[config.mk]
export PLATFORM = sky130hd
export DESIGN_NAME = card_number_luhn_classifier_flat
export DESIGN_NICKNAME = d
export VERILOG_FILES = /design/src/cnlc_pkg.sv /design/src/cnlc_if.sv /design/src/cnlc_digit_stage.sv /design/src/card_number_luhn_classifier.sv /design/src/flat_wrapper.sv
export VERILOG_INCLUDE_DIRS = /design/src /design/src/src
export SDC_FILE = /design/constraint.sdc
export NUM_CORES = 2
export LEC_CHECK = 0
export ABC_AREA = 1
export ABC_CLOCK_PERIOD_IN_PS = 65200
export BUFFER_PORTS_ARGS = -buffer_cell sky130_fd_sc_hd__buf_2
export CAP_MARGIN = 0
export CORE_UTILIZATION = 60
export CTS_BUF_LIST = sky130_fd_sc_hd__clkbuf_4 sky130_fd_sc_hd__clkbuf_8 sky130_fd_sc_hd__clkbuf_16
export DETAILED_ROUTE_END_ITERATION = 7
export GPL_TIMING_DRIVEN = 0
export PLACE_DENSITY = 0.83
export SLEW_MARGIN = 20
export SYNTH_ARGS = -nofsm -noshare
export SYNTH_HDL_FRONTEND = slang
export SYNTH_SLANG_ARGS = --single-unit
[constraint.sdc]
create_clock -name clk -period 65.2 [get_ports clk]
set_clock_uncertainty 0.15 [all_clocks]
set_input_delay 3.26 -clock clk [delete_from_list [all_inputs] [get_ports clk]]
set_output_delay 3.26 -clock clk [all_outputs]
set_load 0.01 [all_outputs]
[src/assert_macros.svh]
// Assertion macros used by the top-level RTL file.
`ifndef ASSERT_MACROS_SVH
`define ASSERT_MACROS_SVH
// Check that cond holds at every edge outside reset.
`define ASSERT_ALWAYS(label, cond, msg) \
  label: assert property (@(posedge clk) disable iff (!rst_n) (cond)) else $error(msg);
// Check that a implies b in the same cycle.
`define ASSERT_IMPLY(label, a, b, msg) \
  label: assert property (@(posedge clk) disable iff (!rst_n) (a) |-> (b)) else $error(msg);
`endif

[src/cnlc_pkg.sv]
// Types and constants of the card number Luhn classifier.
package cnlc_pkg;
  localparam int NUM_POS = 19;
  localparam int NUM_W = 63;
  localparam int REM_W = 64;

  localparam logic [1:0] CLASS_NONE = 2'd0;
  localparam logic [1:0] CLASS_15 = 2'd1;
  localparam logic [1:0] CLASS_4 = 2'd2;
  localparam logic [1:0] CLASS_5X = 2'd3;

  typedef struct packed {
    logic             valid;
    logic [REM_W-1:0] rem;
    logic [3:0]       tot;
    logic [4:0]       cnt;
    logic             ovf;
    logic [3:0][3:0]  dig;
  } st_t;

  function automatic logic [REM_W-1:0] pow10(int k);
    logic [REM_W-1:0] r;
    r = 64'd1;
    for (int i = 0; i < k; i++) r = r * 64'd10;
    return r;
  endfunction
endpackage

[src/cnlc_if.sv]
// Handshake channels for card numbers and classification results.
interface cnlc_in_if;
  logic        valid;
  logic        ready;
  logic [62:0] card_number;
  modport source (output valid, output card_number, input ready);
  modport sink (input valid, input card_number, output ready);
endinterface

interface cnlc_out_if;
  logic       valid;
  logic       ready;
  logic [1:0] card_class;
  logic       checksum_ok;
  logic [4:0] digit_count;
  modport source (output valid, output card_class, output checksum_ok, output digit_count,
                  input ready);
  modport sink (input valid, input card_class, input checksum_ok, input digit_count,
                output ready);
endinterface

[src/cnlc_digit_stage.sv]
// One pipeline stage that extracts the decimal digit at one power of ten.
module cnlc_digit_stage #(
  parameter int K = 0,
  parameter int MAX_DIGITS = 19
) (
  input  logic          clk,
  input  logic          rst_n,
  input  logic          en,
  input  cnlc_pkg::st_t st_i,
  output cnlc_pkg::st_t st_o
);
  localparam logic [cnlc_pkg::REM_W-1:0] P = cnlc_pkg::pow10(K);
  localparam int DIG_IDX = (K >= 12 && K <= 15) ? K - 12 : 0;

  cnlc_pkg::st_t st_r;
  cnlc_pkg::st_t st_nxt;
  logic [3:0] d;
  logic [cnlc_pkg::REM_W-1:0] sub;
  logic [4:0] dbl;
  logic [3:0] v;
  logic [4:0] sum;

  always_comb begin
    d = 4'd0;
    sub = '0;
    for (int j = 1; j < 10; j++) begin
      if (st_i.rem >= P * 64'(j)) begin
        d = 4'(j);
        sub = P * 64'(j);
      end
    end
    dbl = {d, 1'b0};
    if ((K % 2) == 1) begin
      v = (dbl > 5'd9) ? 4'(dbl - 5'd9) : dbl[3:0];
    end else begin
      v = d;
    end
    if (K >= MAX_DIGITS) v = 4'd0;
    sum = {1'b0, st_i.tot} + {1'b0, v};
    st_nxt = st_i;
    st_nxt.rem = st_i.rem - sub;
    st_nxt.tot = (sum >= 5'd10) ? 4'(sum - 5'd10) : sum[3:0];
    if (d != 4'd0 && st_i.cnt == 5'd0) st_nxt.cnt = 5'(K + 1);
    if (K >= MAX_DIGITS && d != 4'd0) st_nxt.ovf = 1'b1;
    if (K >= 12 && K <= 15) st_nxt.dig[DIG_IDX] = d;
  end

  always_ff @(posedge clk) begin
    if (!rst_n) begin
      st_r.valid <= 1'b0;
    end else if (en) begin
      st_r.valid <= st_nxt.valid;
    end
    if (en) begin
      st_r.rem <= st_nxt.rem;
      st_r.tot <= st_nxt.tot;
      st_r.cnt <= st_nxt.cnt;
      st_r.ovf <= st_nxt.ovf;
      st_r.dig <= st_nxt.dig;
    end
  end

  assign st_o = st_r;
endmodule

[src/card_number_luhn_classifier.sv]
// Pipeline: 19 digit stages, then the registered output stage, between an accepted item and its result.
// Throughput: one item per cycle; a stalled output holds the whole pipeline.
// Each stage extracts one decimal digit with a bank of constant compares.
// Reset: synchronous active-low rst_n clears all stage valid bits.
// No state persists between items.
// Top level: pipelined Luhn check and card number classifier.
`include "assert_macros.svh"
module card_number_luhn_classifier #(
  parameter int MAX_DIGITS = 19
) (
  input  logic clk,
  input  logic rst_n,
  cnlc_in_if.sink in_ch,
  cnlc_out_if.source out_ch
);
  cnlc_pkg::st_t st [cnlc_pkg::NUM_POS+1];
  logic en;
  logic out_valid_r;
  logic [1:0] card_class_r;
  logic checksum_ok_r;
  logic [4:0] digit_count_r;
  logic [1:0] cls_nxt;
  logic [4:0] cnt_nxt;
  cnlc_pkg::st_t fin;

  assign en = !out_valid_r || out_ch.ready;
  assign in_ch.ready = en;

  always_comb begin
    st[0].valid = in_ch.valid;
    st[0].rem = {1'b0, in_ch.card_number};
    st[0].tot = 4'd0;
    st[0].cnt = 5'd0;
    st[0].ovf = 1'b0;
    st[0].dig = '0;
  end

  for (genvar g = 0; g < cnlc_pkg::NUM_POS; g++) begin : g_stage
    cnlc_digit_stage #(
      .K(cnlc_pkg::NUM_POS - 1 - g),
      .MAX_DIGITS(MAX_DIGITS)
    ) u_stage (
      .clk(clk),
      .rst_n(rst_n),
      .en(en),
      .st_i(st[g]),
      .st_o(st[g+1])
    );
  end

  assign fin = st[cnlc_pkg::NUM_POS];

  always_comb begin
    cnt_nxt = fin.ovf ? 5'(MAX_DIGITS) : fin.cnt;
    cls_nxt = cnlc_pkg::CLASS_NONE;
    if (fin.tot == 4'd0 && !fin.ovf) begin
      if (fin.cnt == 5'd15) begin
        if (fin.dig[2] == 4'd3 && (fin.dig[1] == 4'd4 || fin.dig[1] == 4'd7)) begin
          cls_nxt = cnlc_pkg::CLASS_15;
        end
      end else if (fin.cnt == 5'd13) begin
        if (fin.dig[0] == 4'd4) cls_nxt = cnlc_pkg::CLASS_4;
      end else if (fin.cnt == 5'd16) begin
        if (fin.dig[3] == 4'd4) begin
          cls_nxt = cnlc_pkg::CLASS_4;
        end else if (fin.dig[3] == 4'd5 && fin.dig[2] >= 4'd1 && fin.dig[2] <= 4'd5) begin
          cls_nxt = cnlc_pkg::CLASS_5X;
        end
      end
    end
  end

  always_ff @(posedge clk) begin
    if (!rst_n) begin
      out_valid_r <= 1'b0;
    end else if (en) begin
      out_valid_r <= fin.valid;
    end
    if (en) begin
      card_class_r <= cls_nxt;
      checksum_ok_r <= (fin.tot == 4'd0);
      digit_count_r <= cnt_nxt;
    end
  end

  assign out_ch.valid = out_valid_r;
  assign out_ch.card_class = card_class_r;
  assign out_ch.checksum_ok = checksum_ok_r;
  assign out_ch.digit_count = digit_count_r;

  `ASSERT_IMPLY(a_count_max, out_valid_r, digit_count_r <= 5'(MAX_DIGITS), "digit count too big")
  `ASSERT_IMPLY(a_class_ok, out_valid_r && card_class_r != cnlc_pkg::CLASS_NONE, checksum_ok_r, "class without checksum")
  `ASSERT_IMPLY(a_class15_len, out_valid_r && card_class_r == cnlc_pkg::CLASS_15, digit_count_r == 5'd15, "class 1 length")
endmodule
[src/flat_wrapper.sv]
// flat-port wrapper written by rule: the top's interface ports become plain ports
module card_number_luhn_classifier_flat 
#(
  parameter int MAX_DIGITS = 19
)
  (clk, rst_n, in_ch_valid, in_ch_card_number, in_ch_ready, out_ch_valid, out_ch_card_class, out_ch_checksum_ok, out_ch_digit_count, out_ch_ready);
  cnlc_in_if in_ch_i ();
  cnlc_out_if out_ch_i ();
  input  logic clk;
  input  logic rst_n;
  input wire logic [$bits(in_ch_i.valid)-1:0] in_ch_valid;
  input wire logic [$bits(in_ch_i.card_number)-1:0] in_ch_card_number;
  output wire logic [$bits(in_ch_i.ready)-1:0] in_ch_ready;
  output wire logic [$bits(out_ch_i.valid)-1:0] out_ch_valid;
  output wire logic [$bits(out_ch_i.card_class)-1:0] out_ch_card_class;
  output wire logic [$bits(out_ch_i.checksum_ok)-1:0] out_ch_checksum_ok;
  output wire logic [$bits(out_ch_i.digit_count)-1:0] out_ch_digit_count;
  input wire logic [$bits(out_ch_i.ready)-1:0] out_ch_ready;
  assign in_ch_i.valid = in_ch_valid;
  assign in_ch_i.card_number = in_ch_card_number;
  assign in_ch_ready = in_ch_i.ready;
  assign out_ch_valid = out_ch_i.valid;
  assign out_ch_card_class = out_ch_i.card_class;
  assign out_ch_checksum_ok = out_ch_i.checksum_ok;
  assign out_ch_digit_count = out_ch_i.digit_count;
  assign out_ch_i.ready = out_ch_ready;
  card_number_luhn_classifier #(.MAX_DIGITS(MAX_DIGITS)) u_core (.clk(clk), .rst_n(rst_n), .in_ch(in_ch_i), .out_ch(out_ch_i));
endmodule
==> key figures <==
Clocking
  – CTS clk-pin slew, worst paths: 0.07 ns
  – CTS Buf Count: 163
  – Post_cts resized: 0
  – Setup Buffers After CTS: 0
  – H-tree depth: 4
  – Maximum clock path buffer count: 3
  – Clock root cell: clkbuf_16
  – CTS tree: done
  – Clk_lat worst skew: 0.86 ns
  – Cts hold-fix bufs: 0
  – Sink Count: 1568

Critical path
  – Worst path arrival time: 4.77 ns
  – CP cell instances: buf_2 > nor2_1 > clkinv_1 > clkbuf_4 > buf_16 > buf_2
  – Critical path class: in2out
  – R2R Path End: u_core.g_stage[6].u_stage.st_o[84]
  – CP max stage cell: clkbuf_4
  – Worst path top cell family by delay: buffers and inverters
  – Worst Path Buf+Inv: 5
  – CP Max Fanout: 54
  – Critical Path Max Stage Delay: 0.37 ns
  – CP endpoint kind: output pin
  – Crit. path cell count: 6
  – Reg2Reg Setup Slack: 59.31 ns
  – FF-to-FF path depth: 24
  – Crit start category: input pin
  – Worst EP required: 61.79 ns
  – Most frequent CP cell: buf_2
  – RR Startpoint: u_core.g_stage[5].u_stage.st_o[81]

Routing
  – Metal3 WL: 25.69 mm
  – WL met2: 145.1 mm
  – Via/cell ratio: 5.750
  – Initial DRC Count: 10270
  – Final wirelength: 316.1 mm
  – Via count: 101500
  – Remaining routing DRC violations: 0
  – Antenna Nets Post-Route: 0
  – Max layer used: met5
  – DRT Pass-1 Iters: 7
  – DR WL/cell: 17.92 um
  – M1 wire length: 133.5 mm

Global routing
  – Vias in the first global route: 94450
  – Global-route wire length before repair: 497.6 mm
  – Largest net degree at the start of global routing: 61
  – GRT overflow: 0
  – Overall Global Routing Usage: 32.08%
  – Initial antenna violation count: 9

Yosys
  – Mapped Cells: 14730
  – Syn_nets: 15390
  – Post-Syn Area per Cell: 7.791 sq um
  – Post-synth ARST share: 0%
  – Synth warn: 0
  – Seq/Total Area, Yosys: 40.87%
  – Post-synthesis instance area: 114700 sq um
  – Synth unique cells: 90
  – Number of synthesized flops with an enable pin: 1548
  – Flip-flop and latch count after synthesis: 1568
  – Ys flop type: edfxtp_1

Power
  – Worst VDD drop: 0.00003174 V
  – PnR Total Power: 5.492 mW
  – Static leakage: 52.46 nW
  – PwrDens: 44.03 nW/um^2

Floorplan
  – Die H: 439.3 um
  – Core ar.: 190000 sq um
  – Die Width: 439.3 um
  – # IOs: 77
  – Total die area: 193000 sq um
  – Row Count: 160
  – Initial Util: 60.39%

Place
  – Place WS: 56.85 ns
  – Detail Placement HPWL: 252.9 mm
  – Port Buffer Count: 75
  – Gpl congestion: 1.007
  – Placed cells: 17340

STA
  – Top achievable clock speed: 122.3 MHz
  – Slew margin rel.: 23.66%
  – Final hold slack: 0.2412 ns
  – Final hold vios: 0
  – RSZ-0062 raised after global routing: no
  – Final min period: 8.176 ns
  – Worst-Margin Slew: 1.145 ns
  – Slew Limit Fails: 0
  – Setup ws final: 57.02 ns
  – Final setup violation count: 0
  – Crit share post-route: 12.54%

Run status
  – Outcome: finished, final reports clean

Worst hold path
  – Worst Hold Depth: 0
  – Worst hold start: u_core.g_stage[14].u_stage.st_o[14]
  – Worst Hold End: u_core.g_stage[15].u_stage.st_o[14]
  – Hold Path Class: reg2reg

Final layout
  – P&R area growth vs syn: 8.711%
  – Nets: 15660
  – Layout cell share with drive strength beyond 1: 4.712%
  – Filler-free cell count of the finished design: 17650

Run
  – Max-Cap Viols: 0
logic make-up (layout without fill, tap and decap cells):
kind of cell    Yosys count  in the layout  share of synthesized area [%]
compound gates         2280           2280                          11.43
xor+xnor                946            946                          7.222
fa+ha+maj               592            592                          6.692
buf+inv                2390           2795                          7.858
flops                  1568           1568                          40.87
mux                       1              1                       0.008725
other cells               0              4                              0
simple gates           6949           6949                          25.93
cells in the final DEF, fill, tap and decap left out, drive strengths merged, types with 319 or more instances in the layout:
cell    count
inv      2293
xor2      627
nor2     2318
o21ai     674
nor3      402
ha        556
edfxtp   1548
xnor2     319
nand2    2933
a21oi    1004
nand3     739
sequential cells by signal (all words and copies together) (netlist names):
signal	cells
u_core.out_ch.valid	1
u_core.g_stage.u_stage.st_o	1559
u_core.out_ch.card_class	2
u_core.out_ch.digit_count	5
u_core.out_ch.checksum_ok	1
where the power goes:
group / switching [mW] / total, mW / leakage, nW / internal (mW)
Clock: 0.416 / 0.967 / 2.74 / 0.551
Combinational: 1.63 / 2.45 / 33.3 / 0.814
Sequential: 0.463 / 2.08 / 16.4 / 1.61
Total: 2.51 / 5.49 / 52.5 / 2.98
worst max-delay path by stage:
stage	from	to	slack (ns)
final	out_ch_ready	in_ch_ready	57.02
after global routing	out_ch_ready	in_ch_ready	56.90
after CTS	out_ch_ready	in_ch_ready	57.03
after detailed placement	in_ch_card_number[52]	u_core.g_stage[0].u_stage.st_o[88]	56.85
after global placement	out_ch_ready	in_ch_ready	-2.30
after floorplan	out_ch_ready	in_ch_ready	16.52
synthesized netlist by cell type (all sizes together), types with 174 or more instances:
library cell	instances	area (sq um)
o21ai	674	3388
inv	2287	8584
nor3	402	2088
xnor2	319	2794
edfxtp	1548	46480
a21oi	1004	5149
a31oi	184	1242
xor2	627	5492
ha	556	6957
nand2	2933	11160
nor4	174	1129
nor2	2318	9119
nand4	239	1508
nand3	739	3756
metrics by stage:
stage | utilization, % | setup TNS, ns | cell area [sq um]
2_1_floorplan | - | 0 | 114700
3_3_place_gp | 62.24 | -2.305 | 118200
3_5_place_dp | 62.68 | 0 | 119100
4_1_cts | 65.65 | 0 | 124700
5_1_grt | 65.65 | 0 | 124700
6_report | 65.65 | 0 | 124700
routing by layer:
metal,vias to the layer above,track usage [%]
met1,46460,43.30
met4,6,11.59
met2,4335,52.71
met3,731,4.260
li1,49920,-
met5,-,0
layout make-up:
| type | instances | area [sq um] |
|---|---|---|
| Multi-Input combinational cell | 10770 | 58840 |
| Tap cell | 2511 | 3142 |
| Inverter | 2292 | 8608 |
| Clock buffer | 192 | 4320 |
| Fill cell | 16080 | 65260 |
| Antenna cell | 4 | 10.01 |
| Clock inverter | 106 | 1323 |
| Timing Repair Buffer | 107 | 1184 |
| Buffer | 98 | 411.6 |
| Sequential cell | 1568 | 46890 |
Power figures use the tool's default switching activity.
